<file path="config.mk">
export PLATFORM = sky130hd
export DESIGN_NAME = eaf_queue
export DESIGN_NICKNAME = d
export VERILOG_FILES = /design/src/rtl/core/eaf_pkg.sv /design/src/rtl/core/eaf_queue.sv
export SDC_FILE = /design/constraint.sdc
export NUM_CORES = 1
export LEC_CHECK = 0
export ABC_AREA = 1
export BUFFER_PORTS_ARGS = -buffer_cell sky130_fd_sc_hd__buf_2
export CAP_MARGIN = 30
export CORE_ASPECT_RATIO = 0.8
export CORE_MARGIN = 3
export CORE_UTILIZATION = 61
export CTS_BUF_LIST = sky130_fd_sc_hd__clkbuf_16
export CTS_CLUSTER_SIZE = 25
export DETAILED_ROUTE_END_ITERATION = 16
export PLACE_DENSITY_LB_ADDON = 0.25
export SETUP_SLACK_MARGIN = 0.05
export SYNTH_ARGS = -nofsm -noshare
export SYNTH_HDL_FRONTEND = slang
export SYNTH_SLANG_ARGS = --single-unit
</file>
<file path="constraint.sdc">
create_clock -name clk -period 12 [get_ports clk]
set_input_delay 0.6 -clock clk [delete_from_list [all_inputs] [get_ports clk]]
set_output_delay 0.6 -clock clk [all_outputs]
set_load 0.1 [all_outputs]
</file>
<file path="src/rtl/core/eaf_pkg.sv">
// Shared types and constants for the exception archive filter.
`timescale 1ns / 1ps
package eaf_pkg;

  localparam int unsigned QUAL_W    = 8;
  localparam int unsigned VALUE_W   = 32;
  localparam int unsigned TIME_W    = 63;
  localparam int unsigned THR_W     = 31;
  localparam int unsigned MASK_W    = 6;
  localparam int unsigned CFG_IDX_W = 3;
  localparam int unsigned CFG_DAT_W = 32;

  localparam int unsigned ADV_W     = VALUE_W + 1;
  localparam int unsigned MICROS_W  = 20;
  localparam int unsigned NUM_W     = ADV_W + MICROS_W;
  localparam int unsigned DT_W      = NUM_W;
  localparam int unsigned DT_LO_W   = 27;
  localparam int unsigned DT_HI_W   = DT_W - DT_LO_W;
  localparam int unsigned P_LO_W    = DT_LO_W + THR_W;
  localparam int unsigned P_HI_W    = DT_HI_W + THR_W;
  localparam int unsigned PROD_W    = DT_W + THR_W;

  localparam logic [MICROS_W-1:0] MICROS_PER_SECOND = 20'd1000000;

  localparam logic [1:0] QUAL_CLASS_GOOD = 2'b11;
  localparam logic [1:0] QUAL_CLASS_BAD  = 2'b00;

  localparam int unsigned EN_QUAL_CHANGE = 0;
  localparam int unsigned EN_BAD         = 1;
  localparam int unsigned EN_RETURN_GOOD = 2;
  localparam int unsigned EN_STEP        = 3;
  localparam int unsigned EN_RATE        = 4;
  localparam int unsigned EN_LIMIT       = 5;

  localparam logic [CFG_IDX_W-1:0] CFG_ENABLE_MASK = 3'd0;
  localparam logic [CFG_IDX_W-1:0] CFG_STEP_MIN    = 3'd1;
  localparam logic [CFG_IDX_W-1:0] CFG_ROC_MAX     = 3'd2;
  localparam logic [CFG_IDX_W-1:0] CFG_VALUE_LOW   = 3'd3;
  localparam logic [CFG_IDX_W-1:0] CFG_VALUE_HIGH  = 3'd4;

  typedef enum logic [2:0] {
    KIND_NONE    = 3'd0,
    KIND_QUALITY = 3'd1,
    KIND_STEP    = 3'd2,
    KIND_RATE    = 3'd3,
    KIND_LIMIT   = 3'd4
  } kind_t;

  typedef struct packed {
    logic [MASK_W-1:0]         enable_mask;
    logic [THR_W-1:0]          step_min;
    logic [THR_W-1:0]          roc_max;
    logic signed [VALUE_W-1:0] value_low_limit;
    logic signed [VALUE_W-1:0] value_high_limit;
  } cfg_t;

  typedef struct packed {
    logic             first;
    logic             qual_hit;
    logic             step_hit;
    logic             limit_hit;
    logic             rate_en;
    logic             dt_big;
    logic [ADV_W-1:0] adv;
    logic [DT_W-1:0]  dt;
  } entry_t;

  typedef struct packed {
    logic              first;
    logic              qual_hit;
    logic              step_hit;
    logic              limit_hit;
    logic              rate_en;
    logic              dt_big;
    logic              rl_zero;
    logic [NUM_W-1:0]  num;
    logic [P_LO_W-1:0] p_lo;
    logic [P_HI_W-1:0] p_hi;
  } prod_stage_t;

  typedef struct packed {
    logic              first;
    logic              qual_hit;
    logic              step_hit;
    logic              limit_hit;
    logic              rate_en;
    logic              dt_big;
    logic              rl_zero;
    logic [NUM_W-1:0]  num;
    logic [PROD_W-1:0] prod;
  } sum_stage_t;

endpackage

</file>
<file path="src/rtl/core/eaf_queue.sv">
// Short queue of classified beats between the front and back ends.
`timescale 1ns / 1ps
module eaf_queue #(
  parameter int unsigned DEPTH = 4
) (
  input  logic             clk,
  input  logic             rst_n,
  input  logic             push,
  input  eaf_pkg::entry_t  wr_entry,
  input  logic             pop,
  output logic             full,
  output logic             head_valid,
  output eaf_pkg::entry_t  head
);
  import eaf_pkg::*;

  localparam int unsigned PTR_W = (DEPTH > 1) ? $clog2(DEPTH) : 1;
  localparam int unsigned CNT_W = $clog2(DEPTH + 1);
  localparam logic [PTR_W-1:0] LAST_PTR = PTR_W'(DEPTH - 1);
  localparam logic [CNT_W-1:0] FULL_CNT = CNT_W'(DEPTH);

  entry_t            mem_r [DEPTH];
  logic [PTR_W-1:0]  wr_ptr_r, wr_ptr_nxt;
  logic [PTR_W-1:0]  rd_ptr_r, rd_ptr_nxt;
  logic [CNT_W-1:0]  count_r, count_nxt;
  logic              do_push, do_pop;

  assign full       = (count_r == FULL_CNT);
  assign head_valid = (count_r != '0);
  assign head       = mem_r[rd_ptr_r];

  always_comb begin
    do_push    = push && !full;
    do_pop     = pop && head_valid;
    wr_ptr_nxt = wr_ptr_r;
    rd_ptr_nxt = rd_ptr_r;
    count_nxt  = count_r;
    if (do_push) begin
      wr_ptr_nxt = (wr_ptr_r == LAST_PTR) ? '0 : wr_ptr_r + 1'b1;
    end
    if (do_pop) begin
      rd_ptr_nxt = (rd_ptr_r == LAST_PTR) ? '0 : rd_ptr_r + 1'b1;
    end
    if (do_push && !do_pop) begin
      count_nxt = count_r + 1'b1;
    end else if (do_pop && !do_push) begin
      count_nxt = count_r - 1'b1;
    end
  end

  always_ff @(posedge clk) begin
    if (!rst_n) begin
      wr_ptr_r <= '0;
      rd_ptr_r <= '0;
      count_r  <= '0;
    end else begin
      wr_ptr_r <= wr_ptr_nxt;
      rd_ptr_r <= rd_ptr_nxt;
      count_r  <= count_nxt;
    end
  end

  always_ff @(posedge clk) begin
    if (do_push) begin
      mem_r[wr_ptr_r] <= wr_entry;
    end
  end

endmodule

</file>
==> reports/results.txt <==
Status - finished, final reports clean
Design area - 0.0163 mm²
DP Cell Count - 1408
DRC viols - 0
TNS Setup - 0 ns
Commonest non-fill, non-tap cell in the layout - edfxtp_1
Worst Setup End Kind - output port
Worst Clk Skew - 0.0129 ns
Min-delay worst type - input port to flip-flop
CTS resizes - 0
Final Hold Viols - 0
Post-Route WL - 29200 µm
Vias per cell - 5.77
Share of cells above drive strength 1 - 22.1%
Area of the multi-input gates - 0.00247 mm²
Initial antenna violation count - 5
Post-CTS setup buffer count - 0
Layout Cells excl Fill - 1473
CTS tree - built
Syn_nets - 1064
Initial Util - 62.4%
Gr usage total - 23.3%
Critical Path RT - 11.40 ns
CTS Sinks - 377
Syn. warnings - 0
H-Tree Depth - 2
CORE AREA - 0.0226 mm²
Setup CP Type - flip-flop to output port
Post-synth cell types - 20
Synth Area per Inst - 14.7 µm²
Filler cell count in the final layout - 1424
Die height - 142 µm
Number of DRC markers in iteration 0 - 892
Yosys reg bits - 377
Vias - 8500
RSZ-0062 raised after global routing - no
DP Area - 0.0152 mm²
Final Slew Violations - 0
Detailed Place HPWL - 16000 µm
N_diodes - 0
Slew @ Worst Pin - 0.981 ns
Vias in the first global route - 8404
Port bufs - 189
Peak Freq - 233 MHz
Min Clock Period, post-route - 4.29 ns
Largest net degree at the start of global routing - 102
Die X - 176 µm
Grt ovf - 0
Final nets - 1245
Die area - 0.0250 mm²
Worst-path clk slew - 0.06 ns
First-pass GRT wire length - 45300 µm
Max Cap Viol - 0
Crit path launch type - flip-flop
RePlAce Congestion - 0.722
Layout area overhead - 15.4%
Final period util - 35.7%
WP data arrival - 3.69 ns
Setup violators final - 0
Drt wl/cell - 19.8 µm
CTS Buf Count - 37
Sequential cell area - 0.0112 mm²
Post-cts hold buffer count - 0
ANT nets after route - 0
Normalized max-slew margin - 34.6%
IO Pins - 190
Worst-Skew Late Latency - 0.51 ns
Mapped cell area - 0.0141 mm²
Worst Path Max Fanout - 87
Root Driver - clkbuf_16
Iteration count of the initial detailed-routing pass - 5
Cell Rows - 49
Clk buf depth - 3
Most frequent cells in the layout - 368 x edfxtp_1, 197 x nor2_1, 189 x buf_2
Fin util - 72.1%
Sequential area share after synthesis - 79.5%
Post-synthesis instance total - 961
final timing paths:
| check | from | end | slack [ns] | cells after the start |
|---|---|---|---|---|
| hold reg to reg | count_r[0] | count_r[0] | 0.53 | 2 |
| setup reg to reg | count_r[0] | mem_r[2][26] | 9.08 | 6 |
| setup / recovery | flip-flop | head[4] | 7.71 | 5 |
| hold / removal | wr_entry[15] | mem_r[3][15] | 0.30 | 1 |
metrics by stage:
step | setup slack [ns] | hold WS [ns]
after floorplan | 6.88 | 0.480
after global placement | 8.51 | 0.497
after detailed placement | 8.40 | 0.509
after CTS | 7.78 | 0.280
after global routing | 7.57 | 0.280
final | 7.71 | 0.301
kinds of logic after synthesis:
group           synth area share (%)
flops                           79.5
compound gates                  10.7
simple gates                    5.87
buf+inv                         3.22
fa+ha+maj                      0.673
worst max-delay path: stages, from the launching register on:
cell	delay (ns)
dfxtp_4	0.46
buf_4	0.69
buf_4	0.77
o21ai_0	0.26
o22ai_1	0.40
buf_2	0.50
state kept, by name, indices dropped and copies added (netlist names), named ones only:
name	count
mem_r	368
wr_ptr_r	2
rd_ptr_r	2
count_r	3
metal layers:
metal  share of wire, %  track usage, %  up-vias
met4                1.9            6.62       10
met1                 42            32.6     4170
met3                8.4            5.79       49
li1                   -               -     3973
met2                 47            37.3      298
met5               0.21               0        -
area by class of cell:
class,count,share of cell area [%]
Multi-Input combinational cell,506,15.2
Inverter,18,0.445
Sequential cell,377,68.9
Clock inverter,27,0.729
Tap cell,306,2.35
Clock buffer,37,5.68
Timing Repair Buffer,202,6.72
synth_stat cells:
cell type | n | share of area (%)
buf_2 | 7 | 0.25
o22ai_1 | 92 | 4.1
buf_6 | 13 | 1.0
o21ai_0 | 116 | 4.1
inv_4 | 1 | 0.044
buf_4 | 13 | 0.69
o21ai_1 | 70 | 2.5
clkbuf_1 | 23 | 0.61
fa_1 | 1 | 0.14
a21oi_1 | 2 | 0.071
ha_1 | 6 | 0.53
nand3b_1 | 1 | 0.053
clkbuf_2 | 4 | 0.14
nand3_1 | 1 | 0.035
nand4_1 | 1 | 0.044
inv_1 | 17 | 0.45
nor2_1 | 201 | 5.3
nand2_1 | 15 | 0.40
dfxtp_1 | 9 | 1.3
edfxtp_1 | 368 | 78
Power is left out: the tool's default activity adds up to more than one toggle a clock period on the data nets, which glitch-free logic cannot reach.
