[config.mk]
export PLATFORM = sky130hd
export DESIGN_NAME = eaf_back
export DESIGN_NICKNAME = d
export VERILOG_FILES = /design/src/rtl/core/eaf_pkg.sv /design/src/rtl/core/eaf_back.sv
export SDC_FILE = /design/constraint.sdc
export NUM_CORES = 2
export LEC_CHECK = 0
export CORE_MARGIN = 8
export CORE_UTILIZATION = 35
export DETAILED_ROUTE_END_ITERATION = 12
export DONT_BUFFER_PORTS = 1
export GPL_ROUTABILITY_DRIVEN = 0
export HOLD_SLACK_MARGIN = 0.06
export SYNTH_ARGS = -nofsm -noshare
export SYNTH_HDL_FRONTEND = slang
export SYNTH_SLANG_ARGS = --single-unit
export TNS_END_PERCENT = 20
[constraint.sdc]
create_clock -name clk -period 25.3 [get_ports clk]
set_input_delay 5.06 -clock clk [delete_from_list [all_inputs] [get_ports clk]]
set_output_delay 5.06 -clock clk [all_outputs]
set_load 0.01 [all_outputs]
[src/rtl/core/eaf_pkg.sv]
// Shared types and constants for the exception archive filter.
`timescale 1ns / 1ps
package eaf_pkg;

  localparam int unsigned QUAL_W    = 8;
  localparam int unsigned VALUE_W   = 32;
  localparam int unsigned TIME_W    = 63;
  localparam int unsigned THR_W     = 31;
  localparam int unsigned MASK_W    = 6;
  localparam int unsigned CFG_IDX_W = 3;
  localparam int unsigned CFG_DAT_W = 32;

  localparam int unsigned ADV_W     = VALUE_W + 1;
  localparam int unsigned MICROS_W  = 20;
  localparam int unsigned NUM_W     = ADV_W + MICROS_W;
  localparam int unsigned DT_W      = NUM_W;
  localparam int unsigned DT_LO_W   = 27;
  localparam int unsigned DT_HI_W   = DT_W - DT_LO_W;
  localparam int unsigned P_LO_W    = DT_LO_W + THR_W;
  localparam int unsigned P_HI_W    = DT_HI_W + THR_W;
  localparam int unsigned PROD_W    = DT_W + THR_W;

  localparam logic [MICROS_W-1:0] MICROS_PER_SECOND = 20'd1000000;

  localparam logic [1:0] QUAL_CLASS_GOOD = 2'b11;
  localparam logic [1:0] QUAL_CLASS_BAD  = 2'b00;

  localparam int unsigned EN_QUAL_CHANGE = 0;
  localparam int unsigned EN_BAD         = 1;
  localparam int unsigned EN_RETURN_GOOD = 2;
  localparam int unsigned EN_STEP        = 3;
  localparam int unsigned EN_RATE        = 4;
  localparam int unsigned EN_LIMIT       = 5;

  localparam logic [CFG_IDX_W-1:0] CFG_ENABLE_MASK = 3'd0;
  localparam logic [CFG_IDX_W-1:0] CFG_STEP_MIN    = 3'd1;
  localparam logic [CFG_IDX_W-1:0] CFG_ROC_MAX     = 3'd2;
  localparam logic [CFG_IDX_W-1:0] CFG_VALUE_LOW   = 3'd3;
  localparam logic [CFG_IDX_W-1:0] CFG_VALUE_HIGH  = 3'd4;

  typedef enum logic [2:0] {
    KIND_NONE    = 3'd0,
    KIND_QUALITY = 3'd1,
    KIND_STEP    = 3'd2,
    KIND_RATE    = 3'd3,
    KIND_LIMIT   = 3'd4
  } kind_t;

  typedef struct packed {
    logic [MASK_W-1:0]         enable_mask;
    logic [THR_W-1:0]          step_min;
    logic [THR_W-1:0]          roc_max;
    logic signed [VALUE_W-1:0] value_low_limit;
    logic signed [VALUE_W-1:0] value_high_limit;
  } cfg_t;

  typedef struct packed {
    logic             first;
    logic             qual_hit;
    logic             step_hit;
    logic             limit_hit;
    logic             rate_en;
    logic             dt_big;
    logic [ADV_W-1:0] adv;
    logic [DT_W-1:0]  dt;
  } entry_t;

  typedef struct packed {
    logic              first;
    logic              qual_hit;
    logic              step_hit;
    logic              limit_hit;
    logic              rate_en;
    logic              dt_big;
    logic              rl_zero;
    logic [NUM_W-1:0]  num;
    logic [P_LO_W-1:0] p_lo;
    logic [P_HI_W-1:0] p_hi;
  } prod_stage_t;

  typedef struct packed {
    logic              first;
    logic              qual_hit;
    logic              step_hit;
    logic              limit_hit;
    logic              rate_en;
    logic              dt_big;
    logic              rl_zero;
    logic [NUM_W-1:0]  num;
    logic [PROD_W-1:0] prod;
  } sum_stage_t;

endpackage

[src/rtl/core/eaf_back.sv]
// Back end: rate-of-change multiply pipeline, priority resolve and output register.
`timescale 1ns / 1ps
module eaf_back (
  input  logic                         clk,
  input  logic                         rst_n,
  input  logic [eaf_pkg::THR_W-1:0]    roc_max,
  input  logic                         head_valid,
  input  eaf_pkg::entry_t              head,
  output logic                         pop,
  output logic                         out_valid,
  input  logic                         out_stall,
  output logic                         out_archive_now,
  output logic [2:0]                   out_exception_kind
);
  import eaf_pkg::*;

  logic         s1_valid_r, s1_valid_nxt;
  prod_stage_t  s1_r, s1_nxt;
  logic         s2_valid_r, s2_valid_nxt;
  sum_stage_t   s2_r, s2_nxt;
  logic         out_valid_r, out_valid_nxt;
  logic         archive_r, archive_nxt;
  kind_t        kind_r, kind_nxt;

  logic         out_free, s2_free, s1_free;
  logic         s1_load, s2_load, out_load;
  logic         rate_hit;

  assign out_free = !out_valid_r || !out_stall;
  assign s2_free  = !s2_valid_r || out_free;
  assign s1_free  = !s1_valid_r || s2_free;
  assign pop      = head_valid && s1_free;
  assign s1_load  = pop;
  assign s2_load  = s1_valid_r && s2_free;
  assign out_load = s2_valid_r && out_free;

  always_comb begin
    s1_nxt.first     = head.first;
    s1_nxt.qual_hit  = head.qual_hit;
    s1_nxt.step_hit  = head.step_hit;
    s1_nxt.limit_hit = head.limit_hit;
    s1_nxt.rate_en   = head.rate_en;
    s1_nxt.dt_big    = head.dt_big;
    s1_nxt.rl_zero   = (roc_max == '0);
    s1_nxt.num       = head.adv * MICROS_PER_SECOND;
    s1_nxt.p_lo      = head.dt[DT_LO_W-1:0] * roc_max;
    s1_nxt.p_hi      = head.dt[DT_W-1:DT_LO_W] * roc_max;

    s2_nxt.first     = s1_r.first;
    s2_nxt.qual_hit  = s1_r.qual_hit;
    s2_nxt.step_hit  = s1_r.step_hit;
    s2_nxt.limit_hit = s1_r.limit_hit;
    s2_nxt.rate_en   = s1_r.rate_en;
    s2_nxt.dt_big    = s1_r.dt_big;
    s2_nxt.rl_zero   = s1_r.rl_zero;
    s2_nxt.num       = s1_r.num;
    s2_nxt.prod      = {s1_r.p_hi, {DT_LO_W{1'b0}}}
                     + {{(PROD_W-P_LO_W){1'b0}}, s1_r.p_lo};

    rate_hit = s2_r.rate_en
            && (s2_r.dt_big ? s2_r.rl_zero
                            : (s2_r.prod <= {{(PROD_W-NUM_W){1'b0}}, s2_r.num}));

    if (s2_r.first) begin
      kind_nxt = KIND_NONE;
    end else if (s2_r.qual_hit) begin
      kind_nxt = KIND_QUALITY;
    end else if (s2_r.step_hit) begin
      kind_nxt = KIND_STEP;
    end else if (rate_hit) begin
      kind_nxt = KIND_RATE;
    end else if (s2_r.limit_hit) begin
      kind_nxt = KIND_LIMIT;
    end else begin
      kind_nxt = KIND_NONE;
    end
    archive_nxt = s2_r.first || (kind_nxt != KIND_NONE);

    s1_valid_nxt  = s1_load || (s1_valid_r && !s2_free);
    s2_valid_nxt  = s2_load || (s2_valid_r && !out_free);
    out_valid_nxt = out_load || (out_valid_r && out_stall);
  end

  always_ff @(posedge clk) begin
    if (!rst_n) begin
      s1_valid_r  <= 1'b0;
      s2_valid_r  <= 1'b0;
      out_valid_r <= 1'b0;
    end else begin
      s1_valid_r  <= s1_valid_nxt;
      s2_valid_r  <= s2_valid_nxt;
      out_valid_r <= out_valid_nxt;
    end
  end

  always_ff @(posedge clk) begin
    if (s1_load) begin
      s1_r <= s1_nxt;
    end
    if (s2_load) begin
      s2_r <= s2_nxt;
    end
    if (out_load) begin
      archive_r <= archive_nxt;
      kind_r    <= kind_nxt;
    end
  end

  assign out_valid          = out_valid_r;
  assign out_archive_now    = archive_r;
  assign out_exception_kind = kind_r;

endmodule

==> results.sh <==
export IMPL_run_status="complete, no violations"
export IMPL_netlist_area_um2=72700
export IMPL_whs_ns=0.410
export IMPL_core_area_um2=207000
export IMPL_report_final_slew_viol_count=0
export IMPL_placed_area_um2=74800
export IMPL_muxShareOfSynthArea_pct=0
export IMPL_synth_flop_cell="edfxtp_1"
export IMPL_critPathMaxStageDelay_ns=0.55
export IMPL_multi_input_comb_area_um2=54700
export IMPL_synth_top_area_share_pct=42.9
export IMPL_cp_max_fo=54
export IMPL_arrival_ns=12.25
export IMPL_yosysTopAreaCell="fa_1"
export IMPL_drc=0
export IMPL_end_kind="flop"
export IMPL_post_route_util_pct=36.8
export IMPL_hold_viol_final=0
export IMPL_synth_top_family_by_area="adder cells"
export IMPL_layout_commonest_cell="inv_1"
export IMPL_fp_row_count=167
export IMPL_crit_type="in -> reg"
export IMPL_antenna_found_initial=2
export IMPL_yosysUniqueCellTypes=68
export IMPL_grt_max_degree=101
export IMPL_drv_cap=0
export IMPL_worst_slew_pin_slew_ns=1.01
export IMPL_register_area_um2=9400
export IMPL_async_reset_ff_share_pct=0
export IMPL_finalSetupViolations=0
export IMPL_yosysWarnings=0
export IMPL_netlist_top_cells_area="fa_1, edfxtp_1, ha_1"
export IMPL_skew_ns=0.0265
export IMPL_synth_compound_area_share_pct=5.04
export IMPL_portBuffers=0
export IMPL_postSynthAreaPerCell_um2=9.53
export IMPL_drive_above_1_share_pct=1.19
export IMPL_synth_cells=7628
export IMPL_crit_required_ns=25.63
export IMPL_die_h_um=472
export IMPL_initial_core_util_pct=35.1
export IMPL_syn2layout_area_growth_pct=4.69
export IMPL_hp_class="reg -> reg"
export IMPL_setup_tns_ns=0
export IMPL_vias=49400
export IMPL_fin_crit_sh_pct=47.1
export IMPL_dieArea_um2=223000
export IMPL_yosys_area_share_simple_pct=14.1
export IMPL_synth_xor_area_share_pct=2.39
export IMPL_grt_pass1_wl_um=307000
export IMPL_path_clk_slew_ns=0.06
export IMPL_cts_hold_buf=0
export IMPL_clockBufferDepth=3
export IMPL_drtIter0Drc=3092
export IMPL_io_pins=133
export IMPL_cts_max_level=2
export IMPL_ys_seq_elements=314
export IMPL_insertion_delay_ns=0.58
export IMPL_final_net_count=9619
export IMPL_fill_cells=20800
export IMPL_relSlewSlack_pct=32.8
export IMPL_grtUsageTotal_pct=17.3
export IMPL_overflow=0
export IMPL_finalWirelength_um=192000
export IMPL_die_w_um=472
export IMPL_synth_adder_area_share_pct=53.7
export IMPL_fin_area_um2=76100
export IMPL_vias_per_cell=4.92
export IMPL_hpwl_um=148000
export IMPL_crit_slowest_cell="fa_1"
export IMPL_min_period_ns=11.92
export IMPL_crit_top_cell="fa_1"
export IMPL_fmax_ghz=0.0839
export IMPL_syn_nets=9941
export IMPL_layout_common_cells="inv_1, fa_1, nand2_1, and2_1, ha_1"
export IMPL_root_buffer="clkbuf_16"
export IMPL_ant_nets=0
export IMPL_grt_setup_unrepaired="false"
export IMPL_synth_seq_area_share_pct=12.9
export IMPL_worstSetupStartpointType="input port"
export IMPL_synth_edf_count=311
export IMPL_wl_per_cell_um=19.2
export IMPL_postCtsSetupBuffers=0
export IMPL_cts_tree="built"
export IMPL_firstDrtPassIters=5
export IMPL_cts_resized=0
export IMPL_cts_made_buffers=37
export IMPL_crit_chain="and2_1 -> fa_1 -> fa_1 -> inv_1 -> fa_1 -> fa_1 -> inv_1 -> fa_1 -> fa_1 -> inv_1 -> fa_1 -> inv_1 -> ha_1 -> nand2_1 -> nor2_1 -> or4_1 -> a2111oi_0 -> a21oi_1 -> a31oi_1 -> o31a_1 -> a21oi_1 -> a211oi_1 -> o21bai_1 -> xnor2_1"
export IMPL_clock_sinks=314
export IMPL_grt_pass1_vias=54100
-- sequential cells by signal (all words and copies together) (netlist names) --
signal	cells
s1_valid_r	1
s2_valid_r	1
out_exception_kind	3
out_archive_now	1
out_valid	1
s2_r	138
s1_r	169
-- worst paths after layout --
check,start,end,slack [ns],depth (start not counted)
max,roc_max[17],s1_r[56]$_DFFE_PP_,13.38,24
max reg2reg,s1_r[0]$_DFFE_PP_,s2_r[67]$_DFFE_PP_,21.02,14
min,s1_r[171]$_DFFE_PP_,s2_r[140]$_DFFE_PP_,0.41,0
min reg2reg,s1_r[171]$_DFFE_PP_,s2_r[140]$_DFFE_PP_,0.41,0
-- cell usage after synthesis, drive strengths merged, types with 22 or more instances --
| cell type | count |
|---|---|
| edfxtp | 311 |
| ha | 627 |
| nor4 | 22 |
| o21a | 31 |
| xor2 | 56 |
| inv | 1923 |
| a21o | 148 |
| nor2 | 108 |
| nand2b | 23 |
| a21oi | 169 |
| and2 | 752 |
| nor2b | 30 |
| xnor2 | 142 |
| clkbuf | 367 |
| nor3 | 24 |
| nand4 | 31 |
| o21ai | 83 |
| nand3 | 42 |
| and3 | 26 |
| fa | 1559 |
| nand2 | 992 |
-- layout make-up --
type | instances | share of cell area [%]
diodes | 1 | 0.00329
clock buffers | 41 | 1.24
clock inverters | 26 | 0.498
inverters | 1923 | 9.49
multi-input cells | 5023 | 71.9
flip-flops and latches | 314 | 12.4
well taps | 2704 | 4.45
repair buffers | 7 | 0.0855
-- through the flow --
stage	setup slack, ns	std cells
5_1_grt	13.11	10000
4_1_cts	13.54	10000
2_1_floorplan	2.60	7628
3_3_place_gp	12.95	9971
6_report	13.38	10000
3_5_place_dp	12.91	9971
-- routing by layer --
layer  wire length, um  part of all wire, %  global-route usage, %
met3             11200                  5.8                   1.99
met1             82300                   43                   23.2
met5                 0                    0                      0
met4              5330                  2.8                   4.52
met2             93600                   49                   29.8
-- critical path, delay by kind of cell --
kind | cells | cell delay [ns]
AND/OR/NAND/NOR | 4 | 0.92
adder cells (fa/ha/maj) | 8 | 3.89
AO/OA/AOI/OAI | 7 | 1.96
buffers and inverters | 4 | 0.21
XOR/XNOR | 1 | 0.12
-- cell families (layout without fill, tap and decap cells) --
family,Yosys count,after routing
buffers and inverters,2291,1997
adders and majority gates,2186,2186
and+or+nand+nor,2082,2082
AOI/OAI and AO/OA,557,557
DFF,314,314
xor gates and xnor gates,198,198
other,0,1
Power is not shown: default switching activity piles up to over one toggle a cycle in this logic, so the estimate is an artifact.
