## src/rtl/core/eaf_pkg.sv

```systemverilog
// Shared types and constants for the exception archive filter.
`timescale 1ns / 1ps
package eaf_pkg;

  localparam int unsigned QUAL_W    = 8;
  localparam int unsigned VALUE_W   = 32;
  localparam int unsigned TIME_W    = 63;
  localparam int unsigned THR_W     = 31;
  localparam int unsigned MASK_W    = 6;
  localparam int unsigned CFG_IDX_W = 3;
  localparam int unsigned CFG_DAT_W = 32;

  localparam int unsigned ADV_W     = VALUE_W + 1;
  localparam int unsigned MICROS_W  = 20;
  localparam int unsigned NUM_W     = ADV_W + MICROS_W;
  localparam int unsigned DT_W      = NUM_W;
  localparam int unsigned DT_LO_W   = 27;
  localparam int unsigned DT_HI_W   = DT_W - DT_LO_W;
  localparam int unsigned P_LO_W    = DT_LO_W + THR_W;
  localparam int unsigned P_HI_W    = DT_HI_W + THR_W;
  localparam int unsigned PROD_W    = DT_W + THR_W;

  localparam logic [MICROS_W-1:0] MICROS_PER_SECOND = 20'd1000000;

  localparam logic [1:0] QUAL_CLASS_GOOD = 2'b11;
  localparam logic [1:0] QUAL_CLASS_BAD  = 2'b00;

  localparam int unsigned EN_QUAL_CHANGE = 0;
  localparam int unsigned EN_BAD         = 1;
  localparam int unsigned EN_RETURN_GOOD = 2;
  localparam int unsigned EN_STEP        = 3;
  localparam int unsigned EN_RATE        = 4;
  localparam int unsigned EN_LIMIT       = 5;

  localparam logic [CFG_IDX_W-1:0] CFG_ENABLE_MASK = 3'd0;
  localparam logic [CFG_IDX_W-1:0] CFG_STEP_MIN    = 3'd1;
  localparam logic [CFG_IDX_W-1:0] CFG_ROC_MAX     = 3'd2;
  localparam logic [CFG_IDX_W-1:0] CFG_VALUE_LOW   = 3'd3;
  localparam logic [CFG_IDX_W-1:0] CFG_VALUE_HIGH  = 3'd4;

  typedef enum logic [2:0] {
    KIND_NONE    = 3'd0,
    KIND_QUALITY = 3'd1,
    KIND_STEP    = 3'd2,
    KIND_RATE    = 3'd3,
    KIND_LIMIT   = 3'd4
  } kind_t;

  typedef struct packed {
    logic [MASK_W-1:0]         enable_mask;
    logic [THR_W-1:0]          step_min;
    logic [THR_W-1:0]          roc_max;
    logic signed [VALUE_W-1:0] value_low_limit;
    logic signed [VALUE_W-1:0] value_high_limit;
  } cfg_t;

  typedef struct packed {
    logic             first;
    logic             qual_hit;
    logic             step_hit;
    logic             limit_hit;
    logic             rate_en;
    logic             dt_big;
    logic [ADV_W-1:0] adv;
    logic [DT_W-1:0]  dt;
  } entry_t;

  typedef struct packed {
    logic              first;
    logic              qual_hit;
    logic              step_hit;
    logic              limit_hit;
    logic              rate_en;
    logic              dt_big;
    logic              rl_zero;
    logic [NUM_W-1:0]  num;
    logic [P_LO_W-1:0] p_lo;
    logic [P_HI_W-1:0] p_hi;
  } prod_stage_t;

  typedef struct packed {
    logic              first;
    logic              qual_hit;
    logic              step_hit;
    logic              limit_hit;
    logic              rate_en;
    logic              dt_big;
    logic              rl_zero;
    logic [NUM_W-1:0]  num;
    logic [PROD_W-1:0] prod;
  } sum_stage_t;

endpackage

```

## src/rtl/core/eaf_front.sv

```systemverilog
// Front end: accepts samples, tracks previous sample, classifies the cheap checks.
`timescale 1ns / 1ps
module eaf_front (
  input  logic                                 clk,
  input  logic                                 rst_n,
  input  eaf_pkg::cfg_t                        cfg,
  input  logic                                 in_valid,
  input  logic                                 full,
  input  logic [eaf_pkg::QUAL_W-1:0]           in_sample_quality,
  input  logic signed [eaf_pkg::VALUE_W-1:0]   in_sample_value,
  input  logic [eaf_pkg::TIME_W-1:0]           in_sample_time_us,
  output logic                                 push,
  output eaf_pkg::entry_t                      entry
);
  import eaf_pkg::*;

  logic                       seen_first_r, seen_first_nxt;
  logic [QUAL_W-1:0]          last_quality_r;
  logic signed [VALUE_W-1:0]  last_value_r;
  logic [TIME_W-1:0]          last_time_r;

  logic signed [ADV_W-1:0]    dv;
  logic [ADV_W-1:0]           adv;
  logic [TIME_W-1:0]          dt_full;
  logic                       dt_pos;
  logic                       q_change, q_bad, q_ret_good;

  assign push = in_valid && !full;

  always_comb begin
    dv      = $signed({in_sample_value[VALUE_W-1], in_sample_value})
            - $signed({last_value_r[VALUE_W-1], last_value_r});
    adv     = dv[ADV_W-1] ? (~dv + 1'b1) : dv;
    dt_full = in_sample_time_us - last_time_r;
    dt_pos  = in_sample_time_us > last_time_r;

    q_change   = cfg.enable_mask[EN_QUAL_CHANGE] && (in_sample_quality != last_quality_r);
    q_bad      = cfg.enable_mask[EN_BAD]
              && (in_sample_quality[QUAL_W-1 -: 2] == QUAL_CLASS_BAD);
    q_ret_good = cfg.enable_mask[EN_RETURN_GOOD]
              && (in_sample_quality[QUAL_W-1 -: 2] == QUAL_CLASS_GOOD)
              && (last_quality_r[QUAL_W-1 -: 2] != QUAL_CLASS_GOOD);

    entry.first     = !seen_first_r;
    entry.qual_hit  = q_change || q_bad || q_ret_good;
    entry.step_hit  = cfg.enable_mask[EN_STEP] && (adv >= {2'b00, cfg.step_min});
    entry.limit_hit = cfg.enable_mask[EN_LIMIT]
                   && ((in_sample_value < cfg.value_low_limit)
                    || (in_sample_value > cfg.value_high_limit));
    entry.rate_en   = cfg.enable_mask[EN_RATE] && dt_pos;
    entry.dt_big    = |dt_full[TIME_W-1:DT_W];
    entry.adv       = adv;
    entry.dt        = dt_full[DT_W-1:0];

    seen_first_nxt  = seen_first_r || push;
  end

  always_ff @(posedge clk) begin
    if (!rst_n) begin
      seen_first_r   <= 1'b0;
      last_quality_r <= '0;
      last_value_r   <= '0;
      last_time_r    <= '0;
    end else begin
      seen_first_r <= seen_first_nxt;
      if (push) begin
        last_quality_r <= in_sample_quality;
        last_value_r   <= in_sample_value;
        last_time_r    <= in_sample_time_us;
      end
    end
  end

endmodule

```

## config.mk

```make
export PLATFORM = sky130hd
export DESIGN_NAME = eaf_front
export DESIGN_NICKNAME = d
export VERILOG_FILES = /design/src/rtl/core/eaf_pkg.sv /design/src/rtl/core/eaf_front.sv
export SDC_FILE = /design/constraint.sdc
export NUM_CORES = 1
export LEC_CHECK = 0
export ABC_AREA = 1
export BUFFER_PORTS_ARGS = -buffer_cell sky130_fd_sc_hd__buf_2
export CAP_MARGIN = 20
export CORE_MARGIN = 4
export CORE_UTILIZATION = 45
export CTS_CLUSTER_DIAMETER = 30
export DETAILED_ROUTE_END_ITERATION = 8
export PLACE_DENSITY = 0.73
export REMOVE_ABC_BUFFERS = 1
export SLEW_MARGIN = 5
export SYNTH_ARGS = -nofsm -noshare
export SYNTH_HDL_FRONTEND = slang
export SYNTH_SLANG_ARGS = --single-unit
```

## constraint.sdc

```tcl
create_clock -name clk -period 5.6 [get_ports clk]
set_input_delay 0.56 -clock clk [delete_from_list [all_inputs] [get_ports clk]]
set_output_delay 0.56 -clock clk [all_outputs]
set_load 0.02 [all_outputs]
```

==> impl_metrics.csv <==
group,metric,value,unit
sta,clk_skew,0,ns
critical_path,cp.required,5.04,ns
critical_path,crit_start,"in_sample_value[0]",
logic_synthesis,synth_top_family_by_area,"simple AND/OR/NAND/NOR gates",
layout,mostFrequentLayoutCell,"nand2_1",
power_and_ir_drop,internal_power,0.00195,W
logic_synthesis,syn-mean-instance-area,5.99,µm²
critical_path,slowest_stage,"fa_1",
logic_synthesis,yosys.cell_types.count,52,
critical_path,cp_max_fo,10,
placement,dp.final_hpwl,37600,µm
power_and_ir_drop,switching_power,0.00176,W
clock_network,cts-hold-fix-buffers,0,
logic_synthesis,synthCells,2345,
floorplan,design.portCount,332,
critical_path,max_stage_delay,0.40,ns
clock_network,clk_pin_slew_worst_paths,0.08,ns
critical_path,r2r_start,"last_time_r[1]$_SDFFE_PN0P_",
power_and_ir_drop,powerDensity,229,mW/mm²
floorplan,die-area,0.0341,mm²
floorplan,placementRows,64,
logic_synthesis,synthesis.area,0.0140,mm²
logic_synthesis,synth.area.mux_share,0,%
layout,antenna_cells,0,
logic_synthesis,post_synthesis_compound_gate_area_fraction,19.8,%
placement,dp.cells,3010,
clock_network,clockRootBuffer,"clkbuf_16",
clock_network,numClockSinks,104,
global_route,globalRoute.totalOverflow,0,
sta,final_critical_path_setup_slack,0.371,ns
logic_synthesis,synth-edff-count,0,
route,finalWirelength,43500,µm
power_and_ir_drop,swShare,47.4,%
logic_synthesis,synthArstFlopShare,0,%
layout,layout.cells.most_common_list,"nand2_1 (495), inv_1 (461), buf_2 (300)",
sta,max_slew_margin_vs_limit,33.1,%
logic_synthesis,synth_top_area_share,16.9,%
sta,setup_repair_after_global_routing_missed_its_margin,"no",
power_and_ir_drop,finalPower,0.00371,W
job,max_cap_violations,0,
floorplan,fp.dieW,185,µm
power_and_ir_drop,p_comb_share,59.3,%
route,dr.first_iter.drc_count,616,
global_route,grt_first_pass_wirelength,69300,µm
critical_path,setup.worst_path.start_class,"primary input",
logic_synthesis,post_synth_and_or_nand_nor_area_fraction,28.8,%
logic_synthesis,seq_cells_post_synth,104,
sta,hold_violations,0,
power_and_ir_drop,share_seq_of_total_power,21.6,%
critical_path,worstPathArrival,4.67,ns
critical_path,timing_worst_setup_path_type,"in2out",
placement,port-buffer-count,300,
power_and_ir_drop,leakage_dissipation,8.64,nW
logic_synthesis,synth_top_cell_by_area,"ha_1",
worst_hold_path,hold_class,"in2reg",
global_route,global_route.usage.total,24.6,%
clock_network,num_cts_buffers,9,
route,detail-route-antenna-nets,0,
clock_network,h-tree-depth,3,
layout,area.growth.synth_to_final,15.7,%
sta,post-route-min-period,5.23,ns
status,run_status,"completed",
clock_network,cts.path.max_buffers,2,
layout,finish.net_count,3056,
clock_network,clk-insertion-delay-late,0.36,ns
power_and_ir_drop,power_frac_clock,19.0,%
sta,tns,0,ns
sta,period_share,93.4,%
global_route,antenna_found_initial,6,
power_and_ir_drop,ir_drop,143,µV
route,detail_route.vias_per_cell,5.05,
floorplan,initial_standard_cell_utilization_of_the_core,45.8,%
placement,dpl_worst_slack,0.288,ns
sta,report.final.slew_viol_count,0,
logic_synthesis,synth_ff_type,"dfxtp_1",
sta,setup_viol,0,
logic_synthesis,ys.warnings.count,0,
route,dr.pass1.iters,5,
logic_synthesis,post_synth_xor_xnor_area,5.30,%
critical_path,most_frequent_cell_on_the_critical_path,"nand2_1",
layout,stdcell_area,0.0162,mm²
floorplan,die_height,185,µm
placement,globalplace.congestion,0.940,
route,route.detailed.wl_per_inst,14.4,µm
route,post-route-drc-count,0,
logic_synthesis,adder_cell_fraction_of_synth_area,17.2,%
critical_path,worst_setup_path_end_kind,"output port",
layout,share_of_final_layout_standard_cells_stronger_than_drive_strength_1,15.4,%
global_route,first_global_vias,14800,
clock_network,tritoncts_clock_tree,"yes",
placement,place_area,0.0159,mm²
sta,maxClockFrequency,191,MHz
logic_synthesis,synth.yosys.seq_area_share,14.8,%
logic_synthesis,synth_area_leaders,"ha_1 (17%), dfxtp_1 (15%), nand2_1 (13%)",
floorplan,coreArea,0.0307,mm²
layout,nFillCells,3217,
global_route,largest_net_degree_at_the_start_of_global_routing,105,
route,num_vias,15300,
layout,final-instance-count-excl-fill,3025,
sta,slew_at_the_pin_closest_to_its_max_slew_limit,0.995,ns
worst_hold_path,holdCritStartpoint,"in_sample_quality[5]",
## what timing repair did
action / in CTS / in global routing
endpoints found under the setup margin: 0 / 1
resized for setup: 0 / 2
setup buffers: 0 / 0
## kinds of logic after synthesis
family | after synthesis
flip-flops | 104
AO/OA/AOI/OAI | 516
XOR/XNOR | 85
AND/OR/NAND/NOR | 932
buffers and inverters | 516
adder cells (fa/ha/maj) | 192
## cells in the mapped netlist, types with 2 or more instances
master / instances
a21oi_1: 250
xnor2_1: 32
nand2_1: 495
fa_1: 2
clkinv_1: 3
a221oi_1: 2
nor3_2: 2
o41ai_1: 2
o21ai_0: 170
a21o_1: 17
nor4_1: 10
nand2_4: 4
and3_1: 6
nand3_2: 10
a21oi_2: 2
or2_2: 3
clkbuf_1: 33
nand3b_1: 10
nor3_1: 25
inv_1: 461
a211oi_1: 5
o21a_1: 8
o21ai_1: 14
nand3_1: 91
nor2_2: 17
ha_1: 190
o211ai_1: 4
nor2_4: 3
a21boi_1: 7
and2_1: 2
buf_6: 3
nand4_1: 24
xor2_1: 53
o21ai_2: 2
nand2_2: 22
a21boi_0: 5
inv_2: 14
a31oi_1: 17
dfxtp_1: 104
o21bai_1: 7
nor2_1: 203
## per-stage QoR
stage | hold WS (ns) | utilization [%]
finish | 0.454 | 53.0
global route | 0.454 | 53.0
CTS | 0.440 | 53.0
detailed placement | 0.451 | 51.9
global placement | 0.443 | 51.9
floorplan | 0.433 | -
## state kept, by name, indices dropped and copies added (netlist names)
signal	cells
last_value_r	32
last_time_r	63
last_quality_r	8
seen_first_r	1
## routing by layer
layer	track usage [%]	wire [µm]	vias to the layer above
li1	-	-	8110
met1	28.8	18400	6740
met2	46.4	21800	336
met3	3.43	2020	77
met4	7.49	1250	12
met5	0	74	-
## power by group through the flow
stage / clock, W / sequential (W) / combinational [W]
final: 0.000707 / 0.000803 / 0.00220
after global routing: 0.000756 / 0.000808 / 0.00247
after CTS: 0.000731 / 0.000803 / 0.00221
after detailed placement: 0 / 0.000820 / 0.00220
after global placement: 0 / 0.000819 / 0.00216
after floorplan: 0 / 0.000817 / 0.00153
## final timing paths
kind                               endpoint  depth (start not counted)  slack, ns
min          last_quality_r[5]$_SDFFE_PN0P_                          3       0.45
max reg2reg     last_time_r[1]$_SDFFE_PN0P_                          2       4.90
max                               entry[89]                         33       0.37
min reg2reg    last_time_r[56]$_SDFFE_PN0P_                          2       0.46
## worst max-delay path, delay by kind of cell
| kind | cells | cell delay [ns] |
|---|---|---|
| compound gates | 3 | 0.38 |
| fa+ha+maj | 3 | 0.94 |
| xor+xnor | 1 | 0.26 |
| buf+inv | 5 | 0.61 |
| simple gates | 21 | 1.89 |
## final cells by class
cell class              count  area [µm²]  share of cell area (%)
inverters                 479        1800                    11.1
multi-input cells        1725       10000                    61.6
clock buffers              11         243                    1.49
well taps                 396         495                    3.05
repair buffers            306        1550                    9.52
clock inverters             4        76.3                   0.470
flip-flops and latches    104        2080                    12.8
No activity file was read; power rests on OpenSTA's default activity.
